**config.mk**
```make
export PLATFORM = sky130hd
export DESIGN_NAME = pfs_queue
export DESIGN_NICKNAME = d
export VERILOG_FILES = /design/src/sv/pfs_pkg.sv /design/src/sv/pfs_queue.sv
export SDC_FILE = /design/constraint.sdc
export NUM_CORES = 1
export LEC_CHECK = 0
export ABC_CLOCK_PERIOD_IN_PS = 9800
export BUFFER_PORTS_ARGS = -buffer_cell sky130_fd_sc_hd__buf_4
export CORE_ASPECT_RATIO = 1.1
export CORE_UTILIZATION = 50
export CTS_BUF_LIST = sky130_fd_sc_hd__clkbuf_16
export DETAILED_ROUTE_END_ITERATION = 10
export HOLD_SLACK_MARGIN = 0.15
export PLACE_DENSITY = 0.69
export SLEW_MARGIN = 20
export SYNTH_ARGS = -nofsm -noshare
export SYNTH_HDL_FRONTEND = slang
export SYNTH_SLANG_ARGS = --single-unit
```
**constraint.sdc**
```tcl
create_clock -name clk -period 9.8 [get_ports clk]
set_clock_uncertainty 0.2 [all_clocks]
set_input_delay 0.98 -clock clk [delete_from_list [all_inputs] [get_ports clk]]
set_output_delay 0.98 -clock clk [all_outputs]
set_load 0.05 [all_outputs]
```
**src/sv/pfs_pkg.sv**
```systemverilog
// ----------------------------------------------------------------------------
// pfs_pkg
// Shared types and constants for the Phong fragment shading core.
// ----------------------------------------------------------------------------
`default_nettype none

package pfs_pkg;

    localparam int COORD_W        = 32;     // input coordinate width, Q16.16
    localparam int DIFF_W         = 34;     // exact difference width
    localparam int UNIT_W         = 18;     // unit component, [-1.0, 1.0] in Q16
    localparam int RED_W          = 17;
    localparam int GREEN_W        = 18;
    localparam int CFG_IDX_W      = 3;
    localparam int SHININESS_DEF  = 40;
    localparam int QUEUE_DEPTH_DEF = 4;

    typedef logic signed [DIFF_W-1:0] vec_comp_t;
    typedef logic signed [UNIT_W-1:0] unit_t;

    // one fragment as it travels from front to back
    typedef struct packed {
        logic [2:0][DIFF_W-1:0] nrm;   // normal, sign extended
        logic [2:0][DIFF_W-1:0] ld;    // light minus fragment
        logic [2:0][DIFF_W-1:0] vd;    // camera minus fragment
    } frag_t;

    // queue status seen by the front
    typedef struct packed {
        logic full;
        logic empty;
    } q_status_t;

    // configuration register indexes
    typedef enum logic [CFG_IDX_W-1:0] {
        REG_LIGHT_X  = 3'd0,
        REG_LIGHT_Y  = 3'd1,
        REG_LIGHT_Z  = 3'd2,
        REG_CAMERA_X = 3'd3,
        REG_CAMERA_Y = 3'd4,
        REG_CAMERA_Z = 3'd5
    } cfg_reg_e;

endpackage

`default_nettype wire

```
**src/sv/pfs_queue.sv**
```systemverilog
// ----------------------------------------------------------------------------
// pfs_queue
// Short fragment queue between front and back; drains one beat a cycle
// into a registered output.
// ----------------------------------------------------------------------------
`default_nettype none

module pfs_queue #(
    parameter int DEPTH = pfs_pkg::QUEUE_DEPTH_DEF
) (
    input  wire logic           clk,
    input  wire logic           rst_n,
    input  wire logic           push,
    input  wire pfs_pkg::frag_t push_data,
    output pfs_pkg::q_status_t  q_stat,
    output logic                rd_valid,
    output pfs_pkg::frag_t      rd_data
);

    localparam int PTR_W = (DEPTH > 2) ? $clog2(DEPTH) : 1;
    localparam int CNT_W = $clog2(DEPTH + 1);

    pfs_pkg::frag_t   mem [DEPTH];
    logic [PTR_W-1:0] wr_ptr_reg, rd_ptr_reg;
    logic [CNT_W-1:0] count_reg;
    logic             rd_valid_reg;
    pfs_pkg::frag_t   rd_data_reg;
    logic             pop;

    assign q_stat.full  = (count_reg == CNT_W'(DEPTH));
    assign q_stat.empty = (count_reg == '0);
    assign pop          = ~q_stat.empty;
    assign rd_valid     = rd_valid_reg;
    assign rd_data      = rd_data_reg;

    // storage
    always_ff @(posedge clk)
    begin
        if (push)
            mem[wr_ptr_reg] <= push_data;
        if (pop)
            rd_data_reg <= mem[rd_ptr_reg];
    end

    // pointers and fill count
    always_ff @(posedge clk or negedge rst_n)
    begin
        if (!rst_n)
        begin
            wr_ptr_reg   <= '0;
            rd_ptr_reg   <= '0;
            count_reg    <= '0;
            rd_valid_reg <= 1'b0;
        end
        else
        begin
            rd_valid_reg <= pop;
            if (push)
                wr_ptr_reg <= (wr_ptr_reg == PTR_W'(DEPTH - 1)) ? '0 : wr_ptr_reg + 1'b1;
            if (pop)
                rd_ptr_reg <= (rd_ptr_reg == PTR_W'(DEPTH - 1)) ? '0 : rd_ptr_reg + 1'b1;
            if (push && !pop)
                count_reg <= count_reg + 1'b1;
            else if (pop && !push)
                count_reg <= count_reg - 1'b1;
        end
    end

endmodule

`default_nettype wire

```
==> qor.json <==
{
  "outcome": {"value": "finished clean"},
  "drtPass1Iterations": {"value": 6},
  "crit_path_max_fanout": {"value": 100},
  "setup_viol_count_final": {"value": 0},
  "synth_seq_cells": {"value": 1538},
  "final-seq-area": {"value": 46200, "unit": "sq um"},
  "cts_inserted_buffers": {"value": 149},
  "hpwlAfterDp": {"value": 64300, "unit": "um"},
  "antenna_violations_before_repair": {"value": 29},
  "relSlewSlack": {"value": 21.0, "unit": "%"},
  "clock_sink_count": {"value": 1538},
  "final_critical_path_setup_slack": {"value": 6.05, "unit": "ns"},
  "synth_nets": {"value": 2258},
  "arrival": {"value": 4.01, "unit": "ns"},
  "clockRootBuffer": {"value": "clkbuf_16"},
  "synth_xor_area_share": {"value": 0.0489, "unit": "%"},
  "grt-ovfl-total": {"value": 0},
  "cp_data_required_time": {"value": 10.06, "unit": "ns"},
  "pwr_density_cell": {"value": 341, "unit": "nW/um^2"},
  "design.die.area": {"value": 109000, "unit": "sq um"},
  "tritoncts": {"value": "done"},
  "combinational_group_share_of_total_power": {"value": 30.5, "unit": "%"},
  "wl": {"value": 109000, "unit": "um"},
  "grt_pass1_vias": {"value": 24600},
  "asyncSetResetFlopFracSynth": {"value": 0.520, "unit": "%"},
  "ant_nets": {"value": 0},
  "finalCriticalPeriod": {"value": 3.75, "unit": "ns"},
  "rsz_0062_raised_after_global_routing": {"value": "no"},
  "power.switching": {"value": 7.40, "unit": "mW"},
  "design_area": {"value": 64700, "unit": "sq um"},
  "syn-instance-count": {"value": 1942},
  "netlist-cell-type-count": {"value": 20},
  "detail_route.iter0.violations": {"value": 1863},
  "vdd_drop_max": {"value": 248, "unit": "uV"},
  "seq_power_share": {"value": 44.6, "unit": "%"},
  "htree_num_levels": {"value": 4},
  "worst_hold_path_type": {"value": "in2reg"},
  "setup.reg_to_reg.worst_slack": {"value": 6.05, "unit": "ns"},
  "routed_wire_length_per_instance": {"value": 25.9, "unit": "um"},
  "path_delay_family": {"value": "buffers and inverters"},
  "grt_start_max_net_pins": {"value": 147},
  "ys.warnings.count": {"value": 0},
  "crit_buf_inv": {"value": 2},
  "fmax": {"value": 0.267, "unit": "GHz"},
  "fillerInstances": {"value": 7212},
  "ys.flop_type": {"value": "edfxtp_1"},
  "cts_resized": {"value": 0},
  "finish.net_count": {"value": 2980},
  "synth.top_cell.area_share": {"value": 85.5, "unit": "%"},
  "gp_congestion": {"value": 0.765},
  "drc_errors": {"value": 0},
  "syn2layout_area_growth": {"value": 20.4, "unit": "%"},
  "synth_largest_area_cell": {"value": "edfxtp_1"},
  "startpoint_class_of_the_critical_path": {"value": "flip-flop"},
  "via_per_inst": {"value": 5.50},
  "clock_insertion_delay_worst_skew": {"value": 0.73, "unit": "ns"},
  "synthesis.area_per_instance": {"value": 27.7, "unit": "sq um"},
  "timing.critical_path.cells": {"value": "buf_4 -> buf_12 -> mux4_2"},
  "synth_mux_area_share": {"value": 12.9, "unit": "%"},
  "floorplan.die.width": {"value": 315, "unit": "um"},
  "synth.top_cells.by_area": {"value": "edfxtp_1, mux4_2, dfrtp_1"},
  "synth_top_family_by_area": {"value": "multiplexers"},
  "critical_path_class": {"value": "reg2reg"},
  "multiInputGateArea": {"value": 7130, "unit": "sq um"},
  "crit_path_end_kind": {"value": "flip-flop"},
  "die_y": {"value": 346, "unit": "um"},
  "post_route_cells_drive_above_1_share": {"value": 41.6, "unit": "%"},
  "cts_setup_buffers": {"value": 0},
  "post_synth_instance_area": {"value": 53700, "unit": "sq um"},
  "synth.most_common_cell": {"value": "edfxtp_1"},
  "cap_viol_max_count": {"value": 0},
  "synth_simple_gate_area_share": {"value": 0.107, "unit": "%"},
  "grt_first_pass_wirelength": {"value": 159000, "unit": "um"},
  "p_int": {"value": 14.7, "unit": "mW"},
  "drv_slew": {"value": 0},
  "cp_slowest_stage_delay": {"value": 0.96, "unit": "ns"},
  "post-place-ws": {"value": 5.50, "unit": "ns"},
  "core_area": {"value": 106000, "unit": "sq um"},
  "overall_global_routing_usage": {"value": 20.1, "unit": "%"},
  "post_synth_edffs": {"value": 1530},
  "power.share.switching": {"value": 33.5, "unit": "%"},
  "floorplan.io_pins": {"value": 618},
  "fin_setup_tns": {"value": 0, "unit": "ns"},
  "finalCritPeriodShare": {"value": 38.3, "unit": "%"},
  "largest_register_ff_count": {"value": 1224},
  "buffer_ports.inserted": {"value": 617},
  "synth_compound_area_share": {"value": 0.0326, "unit": "%"},
  "clock_tree_buf_depth": {"value": 3},
  "worstMarginPinSlew": {"value": 1.19, "unit": "ns"},
  "synth-adder-area-share": {"value": 0.177, "unit": "%"},
  "seq_area_frac_synth": {"value": 85.9, "unit": "%"},
  "floorplan.initialDensity": {"value": 50.7, "unit": "%"},
  "num_vias": {"value": 23100},
  "number_of_failing_hold_endpoints_at_the_final_stage": {"value": 0},
  "dpl-instance-area": {"value": 59900, "unit": "sq um"},
  "cts.clk_slew.worst_paths": {"value": 0.06, "unit": "ns"},
  "slowest_stage": {"value": "dfrtp_4"},
  "leakagePower": {"value": 22.1, "unit": "nW"},
  "yosys-top-cells-count": {"value": "edfxtp_1, mux4_2, buf_2"},
  "power_frac_clock": {"value": 24.9, "unit": "%"},
  "row_count": {"value": 125}
}
==> repair_timing <==
action | in CTS | in global routing
hold endpoints to repair | 8 | 0
hold buffers | 1 | 0
endpoints found under the setup margin | 0 | 0
==> power by group through the flow <==
| stage | sequential (mW) | combinational, mW | clock, mW |
|---|---|---|---|
| after detailed placement | 9.99 | 6.85 | 0 |
| after floorplan | 12.5 | 2.49 | 0 |
| after CTS | 9.88 | 6.85 | 5.63 |
| after global routing | 9.99 | 7.03 | 5.87 |
| final | 9.85 | 6.73 | 5.51 |
| after global placement | 9.92 | 6.77 | 0 |
==> cell usage in the layout, fill, tap and decap left out, types with 8 or more instances in the layout <==
cell type | Yosys | routed
edfxtp_1 | 1530 | 1530
clkbuf_16 | 0 | 152
clkinv_1 | 0 | 34
buf_4 | 18 | 630
inv_1 | 4 | 33
clkinv_2 | 0 | 20
inv_6 | 0 | 11
bufinv_16 | 0 | 13
diode_2 | 0 | 14
buf_12 | 0 | 8
mux4_2 | 306 | 306
==> cell families (layout without fill, tap and decap cells) <==
family / Yosys count / after routing
DFF: 1538 / 1538
and+or+nand+nor: 11 / 11
AOI/OAI and AO/OA: 3 / 3
adders and majority gates: 7 / 7
muxes: 308 / 308
xor gates and xnor gates: 3 / 3
other: 0 / 14
buffers and inverters: 72 / 911
==> final timing paths <==
kind,start,end,cells after the start
setup / recovery,rd_ptr_reg[0],rd_data[215],3
hold / removal,push_data[79],mem[0][79],1
setup reg to reg,rd_ptr_reg[0],rd_data[215],3
hold reg to reg,count_reg[2],count_reg[2],1
max in group asynchronous,rst_n,rd_ptr_reg[1],2
min in group asynchronous,rst_n,rd_ptr_reg[0],2
==> through the flow <==
stage / hold WS [ns] / std cells / util [%] / power [mW]
after floorplan: 0.256 / 1942 / - / 15.0
after global placement: 0.271 / 3909 / 56.5 / 16.7
after detailed placement: 0.307 / 3909 / 56.5 / 16.8
after CTS: 0.172 / 4178 / 61.0 / 22.4
after global routing: 0.180 / 4190 / 61.0 / 22.9
final: 0.235 / 4192 / 61.0 / 22.1
==> final cells by class <==
| type | instances | share of cell area (%) |
|---|---|---|
| Clock inverter | 116 | 1.42 |
| Timing Repair Buffer | 639 | 7.57 |
| Inverter | 4 | 0.0348 |
| Multi-Input combinational cell | 332 | 11.0 |
| Antenna cell | 14 | 0.0541 |
| Tap cell | 1397 | 2.70 |
| Sequential cell | 1538 | 71.3 |
| Clock buffer | 152 | 5.88 |
==> layer usage <==
layer	up-vias	share of wire [%]	GRT usage, %	routed length [um]
met2	761	52	33.4	56200
met4	32	3.5	8.29	3820
met5	-	0.18	0	196
li1	9857	-	-	-
met3	217	7.5	6.08	8200
met1	12200	37	24.5	40300
(Power assumes the default switching activity.)
