### src/sv/pfs_pkg.sv
// ----------------------------------------------------------------------------
// pfs_pkg
// Shared types and constants for the Phong fragment shading core.
// ----------------------------------------------------------------------------
`default_nettype none

package pfs_pkg;

    localparam int COORD_W        = 32;     // input coordinate width, Q16.16
    localparam int DIFF_W         = 34;     // exact difference width
    localparam int UNIT_W         = 18;     // unit component, [-1.0, 1.0] in Q16
    localparam int RED_W          = 17;
    localparam int GREEN_W        = 18;
    localparam int CFG_IDX_W      = 3;
    localparam int SHININESS_DEF  = 40;
    localparam int QUEUE_DEPTH_DEF = 4;

    typedef logic signed [DIFF_W-1:0] vec_comp_t;
    typedef logic signed [UNIT_W-1:0] unit_t;

    // one fragment as it travels from front to back
    typedef struct packed {
        logic [2:0][DIFF_W-1:0] nrm;   // normal, sign extended
        logic [2:0][DIFF_W-1:0] ld;    // light minus fragment
        logic [2:0][DIFF_W-1:0] vd;    // camera minus fragment
    } frag_t;

    // queue status seen by the front
    typedef struct packed {
        logic full;
        logic empty;
    } q_status_t;

    // configuration register indexes
    typedef enum logic [CFG_IDX_W-1:0] {
        REG_LIGHT_X  = 3'd0,
        REG_LIGHT_Y  = 3'd1,
        REG_LIGHT_Z  = 3'd2,
        REG_CAMERA_X = 3'd3,
        REG_CAMERA_Y = 3'd4,
        REG_CAMERA_Z = 3'd5
    } cfg_reg_e;

endpackage

`default_nettype wire

### src/sv/pfs_front.sv
// ----------------------------------------------------------------------------
// pfs_front
// Holds light and camera positions, takes fragment beats and pushes the
// normal and the direction differences into the queue.
// ----------------------------------------------------------------------------
`default_nettype none

module pfs_front (
    input  wire logic                              clk,
    input  wire logic                              rst_n,
    input  wire logic                              start,
    output logic                                   busy,
    input  wire logic signed [pfs_pkg::COORD_W-1:0] frag_pos_x,
    input  wire logic signed [pfs_pkg::COORD_W-1:0] frag_pos_y,
    input  wire logic signed [pfs_pkg::COORD_W-1:0] frag_pos_z,
    input  wire logic signed [pfs_pkg::COORD_W-1:0] normal_x,
    input  wire logic signed [pfs_pkg::COORD_W-1:0] normal_y,
    input  wire logic signed [pfs_pkg::COORD_W-1:0] normal_z,
    input  wire logic                              cfg_valid,
    output logic                                   cfg_ready,
    input  wire logic [pfs_pkg::CFG_IDX_W-1:0]     cfg_index,
    input  wire logic [pfs_pkg::COORD_W-1:0]       cfg_data,
    input  wire pfs_pkg::q_status_t                q_stat,
    output logic                                   push,
    output pfs_pkg::frag_t                         push_data
);

    logic signed [pfs_pkg::COORD_W-1:0] light_reg  [3];
    logic signed [pfs_pkg::COORD_W-1:0] camera_reg [3];
    logic signed [pfs_pkg::COORD_W-1:0] pos        [3];

    assign cfg_ready = 1'b1;
    assign busy      = q_stat.full;
    assign push      = start & ~q_stat.full;

    // configuration registers
    always_ff @(posedge clk or negedge rst_n)
    begin
        if (!rst_n)
        begin
            for (int i = 0; i < 3; i++)
            begin
                light_reg[i]  <= '0;
                camera_reg[i] <= '0;
            end
        end
        else if (cfg_valid && cfg_ready)
        begin
            case (pfs_pkg::cfg_reg_e'(cfg_index))
                pfs_pkg::REG_LIGHT_X:  light_reg[0]  <= cfg_data;
                pfs_pkg::REG_LIGHT_Y:  light_reg[1]  <= cfg_data;
                pfs_pkg::REG_LIGHT_Z:  light_reg[2]  <= cfg_data;
                pfs_pkg::REG_CAMERA_X: camera_reg[0] <= cfg_data;
                pfs_pkg::REG_CAMERA_Y: camera_reg[1] <= cfg_data;
                pfs_pkg::REG_CAMERA_Z: camera_reg[2] <= cfg_data;
                default: ;
            endcase
        end
    end

    // exact 34-bit directions
    always_comb
    begin
        pos[0] = frag_pos_x;
        pos[1] = frag_pos_y;
        pos[2] = frag_pos_z;
        push_data.nrm[0] = pfs_pkg::vec_comp_t'(normal_x);
        push_data.nrm[1] = pfs_pkg::vec_comp_t'(normal_y);
        push_data.nrm[2] = pfs_pkg::vec_comp_t'(normal_z);
        for (int i = 0; i < 3; i++)
        begin
            push_data.ld[i] = pfs_pkg::vec_comp_t'(light_reg[i])
                            - pfs_pkg::vec_comp_t'(pos[i]);
            push_data.vd[i] = pfs_pkg::vec_comp_t'(camera_reg[i])
                            - pfs_pkg::vec_comp_t'(pos[i]);
        end
    end

endmodule

`default_nettype wire

### config.mk
export PLATFORM = sky130hd
export DESIGN_NAME = pfs_front
export DESIGN_NICKNAME = d
export VERILOG_FILES = /design/src/sv/pfs_pkg.sv /design/src/sv/pfs_front.sv
export SDC_FILE = /design/constraint.sdc
export NUM_CORES = 1
export LEC_CHECK = 0
export BUFFER_PORTS_ARGS = -buffer_cell sky130_fd_sc_hd__buf_2
export CORE_AREA = 2 2 208 210
export DETAILED_ROUTE_END_ITERATION = 8
export DIE_AREA = 0 0 210 212
export PLACE_DENSITY = 0.76
export SYNTH_ARGS = -nofsm -noshare
export SYNTH_HDL_FRONTEND = slang
export SYNTH_SLANG_ARGS = --single-unit
### constraint.sdc
create_clock -name clk -period 9.5 [get_ports clk]
set_input_delay 2.85 -clock clk [delete_from_list [all_inputs] [get_ports clk]]
set_output_delay 2.85 -clock clk [all_outputs]
set_load 0.005 [all_outputs]
==> reports/qor.txt, run 1 <==
PLACEMENT
-----------------------------------------------------------------------------------------------
Placed wire-length estimate after detailed placement .............................     48350 um
Post-placement cell count ........................................................         2727
Routability congestion estimate from global placement ............................       0.9499
PortBufs .........................................................................          341
Worst Setup Slack post-DPL .......................................................     795.3 ps

SETUP PATH
-----------------------------------------------------------------------------------------------
Arrival time at the worst endpoint ...............................................      5950 ps
Endpoint type of the worst setup path ............................................ primary output
Crit-path most repeated cell ..................................................... sky130_fd_sc_hd__buf_2
Setup CP Type .................................................................... input port to primary output
Slowest Stage Delay on Critical Path .............................................       480 ps
Critical Path Start Type .........................................................   input port
Required time at the worst-slack endpoint ........................................      6650 ps
Top fanout value on the critical path ............................................            5
Library cell contributing the largest single delay on the critical path .......... sky130_fd_sc_hd__a21boi_1
Cells along the critical path .................................................... buf_2 > ha_1 > fa_1 > nor2b_1 > o31a_1 > o21a_1 > o21ai_0 > a21boi_1 > a31oi_1 > o311ai_1 > o21ba_2 > o22ai_1 > buf_2

PWR
-----------------------------------------------------------------------------------------------
Int Pwr ..........................................................................   0.002646 W
Fraction of power consumed by combinational cells ................................        0.591
Reg power frac ...................................................................        0.243
Net switching power figure .......................................................   0.001910 W
Pwr per Cell Area ................................................................ 229.1 nW/um2
Leakage power total ..............................................................     9.814 nW
Switch share .....................................................................       0.4191
Peak supply drop .................................................................    0.1328 mV
Power share of the clock group ...................................................        0.167

CLOCK TREE
-----------------------------------------------------------------------------------------------
Clock tree from TritonCTS ........................................................          yes
Post-CTS Resized .................................................................            0
Clock latency on the worst-skew pair .............................................       430 ps
Post-CTS setup-driven buffer insertion count .....................................            0
Sinks on Clock Net ...............................................................          192
Clock input transition at the sequential cells of the worst setup and hold paths .        70 ps
Root buffer cell ................................................................. sky130_fd_sc_hd__clkbuf_16
CTS buffer count .................................................................           17
Number of buffers between clock root and the deepest sink ........................            2
H-tree depth reported by CTS .....................................................            4
Number of buffers added to fix hold violations after cts .........................            0

DRT
-----------------------------------------------------------------------------------------------
Ratio of routed vias to standard cells ...........................................        5.563
WL final .........................................................................     57840 um
Drt initial violations ...........................................................          833
Number of search-and-repair iterations in the first detailed-routing pass ........            7
Routed Antenna Nets ..............................................................            0
Routed length per placed instance ................................................     20.90 um
Count of vias placed by the detailed router ......................................        15390
Post-detailed-route DRC marker count .............................................            0

LOGIC SYNTHESIS
-----------------------------------------------------------------------------------------------
Register bit count reported by yosys .............................................          192
Average instance area after synthesis ............................................    8.956 um2
Post-synth EDFFs .................................................................            0
Number of warnings reported in the yosys synthesis log ...........................            0
Post-synthesis cell area .........................................................    17780 um2
Synthesized instance count .......................................................         1985
Sequential share of the synthesized area .........................................       0.2703
Proportion of synthesized flip-flops having asynchronous set or reset ............        1.000
Dominant register cell in the synthesized netlist ................................ sky130_fd_sc_hd__dfrtp_1
Post-synthesis net count .........................................................         2416
Count of different cell masters after synthesis ..................................           74

CELLS AND AREA
-----------------------------------------------------------------------------------------------
Post-Route Utilization ...........................................................       0.4678
Nets@finish ......................................................................         2631
Share of layout cells above drive strength 1 .....................................       0.2667
Post-route non-filler standard cell count ........................................         2767
Layout-stage area growth over the synthesis result ...............................       11.86%

TIMING
-----------------------------------------------------------------------------------------------
Worst slew margin relative to its limit ..........................................       0.3804
Count of endpoints failing hold in the final timing report .......................            0
Max-slew violation count .........................................................            0
Final worst clock skew ...........................................................         0 ps
Minimum period implied by the final worst setup slack ............................      8802 ps
Worst-margin pin slew ............................................................     929.3 ps
Final total negative setup slack .................................................         0 ps
Unrepaired setup endpoints after global routing ..................................           no
Fmax achieved ....................................................................    113.6 MHz
Final setup fails ................................................................            0
Slack of the critical path .......................................................     697.6 ps
Final period utilization .........................................................       0.9266

FLOORPLANNING
-----------------------------------------------------------------------------------------------
Die outline area .................................................................    44520 um2
Standard-cell row count ..........................................................           76
Initial standard-cell utilization of the core ....................................       0.4182
Top Ports ........................................................................          542
Die width ........................................................................       210 um
Core Region ......................................................................    42510 um2
Vertical die dimension ...........................................................       212 um

GLOBAL ROUTE
-----------------------------------------------------------------------------------------------
Overall global routing resource usage ............................................       0.2500
Total congestion overflow after global routing ...................................            0
Maximum number of pins on one net before global-route repair .....................           72
Initial antenna violation count ..................................................           13
Wire length of the first global-routing pass .....................................     85150 um
Via count of the first global-routing pass .......................................        14500

OUTCOME
-----------------------------------------------------------------------------------------------
Run status ....................................................................... complete, no violations

WORST HOLD PATH
-----------------------------------------------------------------------------------------------
Class of the tightest hold or removal check ...................................... flip-flop to flip-flop

FLOW RUN
-----------------------------------------------------------------------------------------------
Max-cap violations ...............................................................            0

power groups by stage:
stage          registers, W  logic [W]  clock network, W
2_1_floorplan       0.00108    0.00178                 0
3_3_place_gp        0.00111    0.00263                 0
3_5_place_dp        0.00112    0.00267                 0
4_1_cts             0.00111    0.00269          0.000785
5_1_grt             0.00113    0.00296          0.000818
6_report            0.00111    0.00269          0.000759
cells by family (layout without fill, tap and decap cells):
| logic type | Yosys count | count (layout) | share of synthesized area |
|---|---|---|---|
| simple gates | 423 | 423 | 0.1151 |
| xor+xnor | 153 | 153 | 0.07538 |
| buf+inv | 308 | 535 | 0.08840 |
| other cells | 1 | 10 | 0.0002109 |
| compound gates | 522 | 522 | 0.1900 |
| flops | 192 | 192 | 0.2703 |
| mux | 188 | 188 | 0.1188 |
| fa+ha+maj | 198 | 198 | 0.1419 |
worst paths after layout:
kind	start	end	slack, ps	cells past startpoint
min	light_reg[12]$_DFFE_PN0P_	light_reg[12]$_DFFE_PN0P_	510	1
min in group asynchronous	rst_n	camera_reg[62]$_DFFE_PN0P_	2380	1
min reg2reg	light_reg[12]$_DFFE_PN0P_	light_reg[12]$_DFFE_PN0P_	510	1
max	frag_pos_z[0]	push_data[203]	700	13
max reg2reg	camera_reg[57]$_DFFE_PN0P_	camera_reg[57]$_DFFE_PN0P_	8690	1
max in group asynchronous	rst_n	light_reg[88]$_DFFE_PN0P_	5730	2
routing by layer:
layer | share of wire | routed length [um] | vias up | GRT usage
met5 | 0.00095 | 55 | - | 0.005562
li1 | - | - | 7421 | -
met2 | 0.49 | 28560 | 571 | 0.4376
met1 | 0.38 | 21930 | 7295 | 0.2804
met4 | 0.028 | 1635 | 10 | 0.07801
met3 | 0.098 | 5665 | 97 | 0.09616
stage by stage:
step | area [um2] | hold WS [ps] | total power [W]
after floorplan | 17780 | 479.4 | 0.002857
after global placement | 19260 | 491.8 | 0.003741
after detailed placement | 19260 | 498.5 | 0.003792
after CTS | 19860 | 514.1 | 0.004581
after global routing | 19880 | 521.3 | 0.004905
final | 19890 | 511.2 | 0.004556
layout make-up:
class                           count  area (um2)
Timing Repair Buffer              350        1783
Clock inverter                     12       157.7
Sequential cell                   192        4805
Antenna cell                        9       22.52
Tap cell                          546       683.2
Multi-Input combinational cell   1485       11410
Inverter                          154       578.1
Clock buffer                       19       442.9
Fill cell                        4189       22620
layout by cell type (no fill, tap or decap), drive strengths merged, types with 35 or more instances in the layout:
cell type and count:
a21o 78, a21oi 164, buf 349, dfrtp 192, ha 192, inv 157
mux2 184, nand2 98, nand3 41, nor2 122, nor3 37, o21a 35
o21ai 110, xnor2 99, xor2 54
synth_stat cells, types with 4 or more instances:
| cell | number | area [um2] |
|---|---|---|
| sky130_fd_sc_hd__a211o_1 | 5 | 43.79 |
| sky130_fd_sc_hd__a211oi_1 | 9 | 67.56 |
| sky130_fd_sc_hd__a21o_1 | 78 | 585.6 |
| sky130_fd_sc_hd__a21oi_1 | 162 | 810.8 |
| sky130_fd_sc_hd__a31oi_1 | 11 | 68.82 |
| sky130_fd_sc_hd__a41oi_1 | 8 | 70.07 |
| sky130_fd_sc_hd__and2_1 | 10 | 62.56 |
| sky130_fd_sc_hd__and3_1 | 9 | 56.30 |
| sky130_fd_sc_hd__and4_1 | 5 | 43.79 |
| sky130_fd_sc_hd__buf_1 | 4 | 15.01 |
| sky130_fd_sc_hd__buf_4 | 110 | 825.8 |
| sky130_fd_sc_hd__clkbuf_1 | 38 | 142.6 |
| sky130_fd_sc_hd__dfrtp_1 | 192 | 4805 |
| sky130_fd_sc_hd__fa_1 | 6 | 120.1 |
| sky130_fd_sc_hd__ha_1 | 192 | 2402 |
| sky130_fd_sc_hd__inv_1 | 154 | 578.1 |
| sky130_fd_sc_hd__mux2_2 | 184 | 2072 |
| sky130_fd_sc_hd__mux2i_1 | 4 | 40.04 |
| sky130_fd_sc_hd__nand2_1 | 98 | 367.9 |
| sky130_fd_sc_hd__nand2b_1 | 21 | 131.4 |
| sky130_fd_sc_hd__nand3_1 | 41 | 205.2 |
| sky130_fd_sc_hd__nand4_1 | 22 | 137.6 |
| sky130_fd_sc_hd__nor2_1 | 122 | 457.9 |
| sky130_fd_sc_hd__nor2b_1 | 29 | 181.4 |
| sky130_fd_sc_hd__nor3_1 | 35 | 175.2 |
| sky130_fd_sc_hd__nor3b_1 | 6 | 45.04 |
| sky130_fd_sc_hd__o2111ai_1 | 5 | 43.79 |
| sky130_fd_sc_hd__o211ai_1 | 9 | 67.56 |
| sky130_fd_sc_hd__o21a_1 | 35 | 262.8 |
| sky130_fd_sc_hd__o21ai_0 | 103 | 515.5 |
| sky130_fd_sc_hd__o21ai_1 | 7 | 35.03 |
| sky130_fd_sc_hd__o21bai_1 | 17 | 127.6 |
| sky130_fd_sc_hd__o22ai_1 | 4 | 25.02 |
| sky130_fd_sc_hd__o31a_1 | 18 | 157.7 |
| sky130_fd_sc_hd__o31ai_1 | 7 | 52.55 |
| sky130_fd_sc_hd__or2_2 | 6 | 37.54 |
| sky130_fd_sc_hd__or3_1 | 8 | 50.05 |
| sky130_fd_sc_hd__xnor2_1 | 99 | 867.1 |
| sky130_fd_sc_hd__xor2_1 | 54 | 473.0 |
worst max-delay path, delay by kind of cell:
family | cells | cell delay, ps
AOI/OAI and AO/OA | 8 | 2020
adders and majority gates | 2 | 640
buffers and inverters | 2 | 250
and+or+nand+nor | 1 | 180
(Power assumes the default switching activity.)
==> inputs of run 2 (changes only) <==
--- a/config.mk
+++ b/config.mk
@@ -6,10 +6,11 @@
 export NUM_CORES = 1
 export LEC_CHECK = 0
 export BUFFER_PORTS_ARGS = -buffer_cell sky130_fd_sc_hd__buf_2
-export CORE_AREA = 2 2 208 210
+export CORE_AREA = 2 2 213 215
 export DETAILED_ROUTE_END_ITERATION = 8
-export DIE_AREA = 0 0 210 212
-export PLACE_DENSITY = 0.76
+export DIE_AREA = 0 0 215 217
+export PLACE_DENSITY = 0.73
+export REMOVE_ABC_BUFFERS = 1
 export SYNTH_ARGS = -nofsm -noshare
 export SYNTH_HDL_FRONTEND = slang
 export SYNTH_SLANG_ARGS = --single-unit
==> run 2 against run 1 <==
Count of clock-buffer cells in the layout increased by 1; final area grew 0.31%; power up 0.59%; sequential power is essentially flat; global-route usage increased by 1.2 points; routed wire length increased by 9.8%; die area increased by 4.8%; hold slack is essentially flat; setup slack got worse by 46 ps; combinational power hardly changed; via count is 1.7% higher.
==> reports/qor.txt, run 2 (synthesis results as in run 1) <==
OUTCOME
-----------------------------------------------------------------------------------------------
Run status ....................................................................... complete, no violations

DRT
-----------------------------------------------------------------------------------------------
WL final .........................................................................     63540 um   +9.8%
Count of vias placed by the detailed router ......................................        15650   +1.7%
Drt initial violations ...........................................................          972   +17%
Post-detailed-route DRC marker count .............................................            0   unchanged
Routed Antenna Nets ..............................................................            0   unchanged
Number of search-and-repair iterations in the first detailed-routing pass ........            5   -2
Routed length per placed instance ................................................     22.57 um   +8.0%
Ratio of routed vias to standard cells ...........................................        5.560   about the same

TIMING
-----------------------------------------------------------------------------------------------
Final period utilization .........................................................       0.9314   +0.004812
Final total negative setup slack .................................................         0 ps   unchanged
Final worst clock skew ...........................................................         0 ps   unchanged
Fmax achieved ....................................................................    113.0 MHz   -0.52%
Count of endpoints failing hold in the final timing report .......................            0   unchanged
Minimum period implied by the final worst setup slack ............................      8848 ps   +45.72 ps
Max-slew violation count .........................................................            0   unchanged
Final setup fails ................................................................            0   unchanged
Slack of the critical path .......................................................     651.9 ps   -45.72 ps
Worst slew margin relative to its limit ..........................................       0.4058   +0.02541
Unrepaired setup endpoints after global routing ..................................           no
Worst-margin pin slew ............................................................     891.2 ps   -38.11 ps

GLOBAL ROUTE
-----------------------------------------------------------------------------------------------
Maximum number of pins on one net before global-route repair .....................           71   -1.4%
Wire length of the first global-routing pass .....................................     91210 um   +7.1%
Total congestion overflow after global routing ...................................            0   unchanged
Via count of the first global-routing pass .......................................        14650   +0.99%
Initial antenna violation count ..................................................            6   -7
Overall global routing resource usage ............................................       0.2621   +0.01216

SETUP PATH
-----------------------------------------------------------------------------------------------
Endpoint type of the worst setup path ............................................ primary output
Top fanout value on the critical path ............................................            4   -1
Arrival time at the worst endpoint ...............................................      6000 ps   +50 ps
Required time at the worst-slack endpoint ........................................      6650 ps   about the same
Critical Path Start Type .........................................................   input port
Setup CP Type .................................................................... input port to primary output

PLACEMENT
-----------------------------------------------------------------------------------------------
Worst Setup Slack post-DPL .......................................................     788.2 ps   -7.187 ps
Routability congestion estimate from global placement ............................       0.9802   +3.2%
Placed wire-length estimate after detailed placement .............................     52880 um   +9.4%
PortBufs .........................................................................          341   unchanged

CELLS AND AREA
-----------------------------------------------------------------------------------------------
Most frequent cells in the layout ................................................ 340 x sky130_fd_sc_hd__buf_2, 192 x sky130_fd_sc_hd__ha_1, 192 x sky130_fd_sc_hd__dfrtp_1, 184 x sky130_fd_sc_hd__mux2_2, 162 x sky130_fd_sc_hd__a21oi_1
Count of filler cells inserted in the layout .....................................         4476   +6.9%
Share of layout cells above drive strength 1 .....................................       0.2671   +0.0003313
Layout-stage area growth over the synthesis result ...............................       12.21%
Commonest non-fill, non-tap cell in the layout ................................... sky130_fd_sc_hd__buf_2
Nets@finish ......................................................................         2631   unchanged

CLOCK TREE
-----------------------------------------------------------------------------------------------
Sinks on Clock Net ...............................................................          192   unchanged
Number of buffers between clock root and the deepest sink ........................            2   unchanged
Number of buffers added to fix hold violations after cts .........................            0   unchanged
CTS buffer count .................................................................           17   unchanged
Root buffer cell ................................................................. sky130_fd_sc_hd__clkbuf_16
Clock tree from TritonCTS ........................................................          yes
Clock input transition at the sequential cells of the worst setup and hold paths .        70 ps   about the same
Post-CTS Resized .................................................................            0   unchanged
Clock latency on the worst-skew pair .............................................       450 ps   +20 ps
H-tree depth reported by CTS .....................................................            4   unchanged
Post-CTS setup-driven buffer insertion count .....................................            0   unchanged

FLOORPLANNING
-----------------------------------------------------------------------------------------------
Die width ........................................................................       215 um   +2.4%
Core Region ......................................................................    44700 um2   +5.2%
Top Ports ........................................................................          542   unchanged
Die outline area .................................................................    46660 um2   +4.8%
Initial standard-cell utilization of the core ....................................       0.3977   -0.02051
Standard-cell row count ..........................................................           78   +2.6%
Vertical die dimension ...........................................................       217 um   +2.4%

PWR
-----------------------------------------------------------------------------------------------
Leakage power total ..............................................................     9.830 nW   +0.16%
Peak supply drop .................................................................    0.1260 mV   -5.1%
Pwr per Cell Area ................................................................ 229.7 nW/um2   +0.27%

WORST HOLD PATH
-----------------------------------------------------------------------------------------------
Class of the tightest hold or removal check ...................................... flip-flop to flip-flop

FLOW RUN
-----------------------------------------------------------------------------------------------
Max-cap violations ...............................................................            0   unchanged

## run 2: cell count changes in the layout (fill, tap and decap cells not counted)
cell                         before  now
sky130_fd_sc_hd__clkinv_4         1    2
sky130_fd_sc_hd__clkbuf_8         2    3
sky130_fd_sc_hd__clkinv_2         2    3
sky130_fd_sc_hd__clkinvlp_4       3    1
sky130_fd_sc_hd__diode_2          9    2
## run 2: stage by stage
stage               hold slack (ps)  utilization  total power, W  area (um2)  std cells
finish                        510.8       0.4463        0.004583       19950       2815
global route                  523.6       0.4462        0.004913       19940       2813
CTS                           515.2       0.4462        0.004583       19940       2813
detailed placement            498.1       0.4325        0.003771       19330       2781
global placement              488.1       0.4325        0.003714       19330       2781
floorplan                     479.6            -        0.002808       16780       1831
## run 2: cell type report
class	instances	area, um2	area share
flip-flops and latches	192	4805	0.2409
repair buffers	350	1783	0.08938
multi-input cells	1485	11410	0.5722
clock buffers	20	456.7	0.02289
well taps	600	750.7	0.03763
diodes	2	5.005	0.0002509
inverters	154	578.1	0.02898
clock inverters	12	156.4	0.007840
## run 2: worst paths after layout
| path | slack, ps | endpoint | cells after the start | from |
|---|---|---|---|---|
| max in group asynchronous | 5740 | light_reg[8]$_DFFE_PN0P_ | 2 | rst_n |
| hold / removal | 510 | camera_reg[7]$_DFFE_PN0P_ | 1 | camera_reg[7]$_DFFE_PN0P_ |
| setup / recovery | 650 | push_data[99] | 13 | frag_pos_z[1] |
| setup reg to reg | 8710 | light_reg[77]$_DFFE_PN0P_ | 1 | light_reg[77]$_DFFE_PN0P_ |
| min in group asynchronous | 2400 | light_reg[33]$_DFFE_PN0P_ | 1 | rst_n |
| hold reg to reg | 510 | camera_reg[7]$_DFFE_PN0P_ | 1 | camera_reg[7]$_DFFE_PN0P_ |
## run 2: where the power goes
part | total (W) | switching [W] | leakage [nW] | internal [W]
logic | 0.00270 | 0.00148 | 7.22 | 0.00123
registers | 0.00110 | 0.000101 | 2.31 | 0.000997
clock network | 0.000784 | 0.000353 | 0.301 | 0.000431
## run 2: routing by layer
metal,track usage,routed length [um]
met5,0.05000,368
met4,0.06736,1508
met3,0.1771,9345
met2,0.3839,26420
met1,0.3088,25890
## run 2: worst max-delay path, cell delays in order
cell                       delay, ps
sky130_fd_sc_hd__buf_2           140
sky130_fd_sc_hd__inv_1            90
sky130_fd_sc_hd__ha_1            300
sky130_fd_sc_hd__nor2b_1         140
sky130_fd_sc_hd__o31a_1          280
sky130_fd_sc_hd__o311ai_0        540
sky130_fd_sc_hd__a21oi_1         330
sky130_fd_sc_hd__a21oi_1         440
sky130_fd_sc_hd__o211ai_1        180
sky130_fd_sc_hd__a21oi_1         280
sky130_fd_sc_hd__o21ai_0         140
sky130_fd_sc_hd__xor2_1          150
sky130_fd_sc_hd__buf_2           130
==> inputs of run 3 (changes only) <==
==> constraint.sdc (replaced) <==
create_clock -name clk -period 9.5 [get_ports clk]
set_input_delay 1.9 -clock clk [delete_from_list [all_inputs] [get_ports clk]]
set_output_delay 1.9 -clock clk [all_outputs]
set_load 0.005 [all_outputs]
==> run 3 against run 2 <==
Fmax rose by 27%; sequential power hardly changed; largest cell class unchanged; utilization is 0.084 points higher; critical path type unchanged.
==> reports/qor.txt, run 3 (synthesis results as in run 1) <==
CLOCK TREE
-----------------------------------------------------------------------------------------------
Clock input transition at the sequential cells of the worst setup and hold paths .        70 ps   about the same
CTS buffer count .................................................................           17   unchanged
Sinks on Clock Net ...............................................................          192   unchanged
Clock latency on the worst-skew pair .............................................       440 ps   about the same
Post-CTS setup-driven buffer insertion count .....................................            0   unchanged
Clock tree from TritonCTS ........................................................          yes
Number of buffers between clock root and the deepest sink ........................            2   unchanged
Post-CTS Resized .................................................................            0   unchanged
Root buffer cell ................................................................. sky130_fd_sc_hd__clkbuf_16
H-tree depth reported by CTS .....................................................            4   unchanged
Number of buffers added to fix hold violations after cts .........................            0   unchanged

PWR
-----------------------------------------------------------------------------------------------
Leakage power total ..............................................................     9.835 nW   about the same
Pwr per Cell Area ................................................................ 230.4 nW/um2   +0.31%
Total Power ......................................................................   0.004605 W   +0.50%
Peak supply drop .................................................................    0.1092 mV   -13%

SETUP PATH
-----------------------------------------------------------------------------------------------
Cells along the critical path .................................................... buf_2 > inv_1 > ha_1 > nor2b_1 > o31a_1 > o311ai_0 > a21oi_1 > a21oi_1 > o211ai_1 > a21oi_1 > o21ai_0 > xor2_1 > buf_2
Critical Path Start Type .........................................................   input port
Category of cells accounting for the largest share of critical-path delay ........ compound AO/OA/AOI/OAI gates
Top fanout value on the critical path ............................................            4   unchanged
Buf+Inv Stages, Crit Path ........................................................            3   unchanged
Setup CP Type .................................................................... input port to primary output
Crit-path most repeated cell ..................................................... sky130_fd_sc_hd__a21oi_1
Required time at the worst-slack endpoint ........................................      7600 ps   +950 ps
Slowest Stage Delay on Critical Path .............................................       560 ps   +20 ps
Arrival time at the worst endpoint ...............................................      5090 ps   -910 ps
Library cell contributing the largest single delay on the critical path .......... sky130_fd_sc_hd__o311ai_0
Endpoint type of the worst setup path ............................................ primary output

CELLS AND AREA
-----------------------------------------------------------------------------------------------
Count of filler cells inserted in the layout .....................................         4468   -0.18%
Multi-input combinational cell area ..............................................    11410 um2   unchanged
Seq. cell area ...................................................................     4805 um2   unchanged
Layout-stage area growth over the synthesis result ...............................       12.42%
Nets@finish ......................................................................         2631   unchanged
Share of layout cells above drive strength 1 .....................................       0.2671   unchanged
Most frequent cells in the layout ................................................ 340 x sky130_fd_sc_hd__buf_2, 192 x sky130_fd_sc_hd__ha_1, 192 x sky130_fd_sc_hd__dfrtp_1, 184 x sky130_fd_sc_hd__mux2_2, 162 x sky130_fd_sc_hd__a21oi_1
Commonest non-fill, non-tap cell in the layout ................................... sky130_fd_sc_hd__buf_2
Post-Route Utilization ...........................................................       0.4471   +0.0008390

TIMING
-----------------------------------------------------------------------------------------------
Final worst clock skew ...........................................................         0 ps   unchanged
Hold WS ..........................................................................     511.3 ps   +0.4880 ps
Final setup fails ................................................................            0   unchanged
Max-slew violation count .........................................................            0   unchanged
Count of endpoints failing hold in the final timing report .......................            0   unchanged
Final period utilization .........................................................       0.7357   -0.1957
Minimum period implied by the final worst setup slack ............................      6989 ps   -1859 ps
Worst-margin pin slew ............................................................     822.3 ps   -68.89 ps
Unrepaired setup endpoints after global routing ..................................           no
Worst slew margin relative to its limit ..........................................       0.4376   +0.03175
Fmax achieved ....................................................................    143.1 MHz   +27%
Final total negative setup slack .................................................         0 ps   unchanged

FLOORPLANNING
-----------------------------------------------------------------------------------------------
Standard-cell row count ..........................................................           78   unchanged
Top Ports ........................................................................          542   unchanged
Vertical die dimension ...........................................................       217 um   unchanged
Die outline area .................................................................    46660 um2   unchanged
Core Region ......................................................................    44700 um2   unchanged
Initial standard-cell utilization of the core ....................................       0.3977   unchanged
Die width ........................................................................       215 um   unchanged

PLACEMENT
-----------------------------------------------------------------------------------------------
PortBufs .........................................................................          341   unchanged
Placed wire-length estimate after detailed placement .............................     52740 um   -0.27%
Routability congestion estimate from global placement ............................       0.9820   +0.18%

OUTCOME
-----------------------------------------------------------------------------------------------
Run status ....................................................................... complete, no violations

WORST HOLD PATH
-----------------------------------------------------------------------------------------------
Class of the tightest hold or removal check ...................................... flip-flop to flip-flop

DRT
-----------------------------------------------------------------------------------------------
Count of vias placed by the detailed router ......................................        15560   -0.60%
Drt initial violations ...........................................................          985   +1.3%
Number of search-and-repair iterations in the first detailed-routing pass ........            5   unchanged
Post-detailed-route DRC marker count .............................................            0   unchanged
Routed length per placed instance ................................................     22.42 um   -0.68%
Routed Antenna Nets ..............................................................            0   unchanged
WL final .........................................................................     63130 um   -0.65%
Ratio of routed vias to standard cells ...........................................        5.524   -0.64%

GLOBAL ROUTE
-----------------------------------------------------------------------------------------------
Overall global routing resource usage ............................................       0.2634   +0.001243
Wire length of the first global-routing pass .....................................     91810 um   +0.66%
Maximum number of pins on one net before global-route repair .....................           75   +5.6%
Initial antenna violation count ..................................................            7   +1
Total congestion overflow after global routing ...................................            0   unchanged
Via count of the first global-routing pass .......................................        14780   +0.94%

FLOW RUN
-----------------------------------------------------------------------------------------------
Max-cap violations ...............................................................            0   unchanged

==> run 3: changes by cell type in the layout (fill, tap and decap cells not counted) <==
cell,change
sky130_fd_sc_hd__clkinvlp_4,+2
sky130_fd_sc_hd__bufinv_16,+1
sky130_fd_sc_hd__diode_2,+1
sky130_fd_sc_hd__inv_6,-1
sky130_fd_sc_hd__clkbuf_8,+1
sky130_fd_sc_hd__clkinv_2,-3
==> run 3: path summary, 6_finish.rpt <==
check,startpoint,endpoint,slack (ps),cells after the start
max,frag_pos_z[1],push_data[99],2510,13
min,light_reg[62]$_DFFE_PN0P_,light_reg[62]$_DFFE_PN0P_,510,1
max reg2reg,light_reg[60]$_DFFE_PN0P_,light_reg[60]$_DFFE_PN0P_,8710,1
min reg2reg,light_reg[62]$_DFFE_PN0P_,light_reg[62]$_DFFE_PN0P_,510,1
max in group asynchronous,rst_n,light_reg[5]$_DFFE_PN0P_,6670,2
min in group asynchronous,rst_n,camera_reg[33]$_DFFE_PN0P_,1450,1
==> run 3: through the flow <==
stage | setup slack (ps) | instance area, um2 | instances
global placement | 2709 | 19330 | 2781
floorplan | 3468 | 16780 | 1831
detailed placement | 2711 | 19330 | 2781
global route | 2367 | 19980 | 2814
finish | 2511 | 19990 | 2816
CTS | 2687 | 19980 | 2813
==> run 3: per-layer routing <==
| metal | track usage | share of wire | routed length, um |
|---|---|---|---|
| met5 | 0.07396 | 0.0079 | 496 |
| met4 | 0.07471 | 0.025 | 1585 |
| met3 | 0.1807 | 0.15 | 9589 |
| met2 | 0.3848 | 0.42 | 26230 |
| met1 | 0.3045 | 0.40 | 25220 |
==> run 3: cell type report <==
type,count,area share
tap,600,0.03756
antenna,3,0.0003756
multi-input combinational,1485,0.5711
clock inverter,11,0.008890
inverter,154,0.02892
timing repair buffer,350,0.08921
sequential,192,0.2404
clock buffer,21,0.02354
==> run 3: report_power, final <==
| group | internal, W | switching, W |
|---|---|---|
| combinational | 0.00122 | 0.00147 |
| clock | 0.000466 | 0.000350 |
| sequential | 0.000997 | 0.000101 |
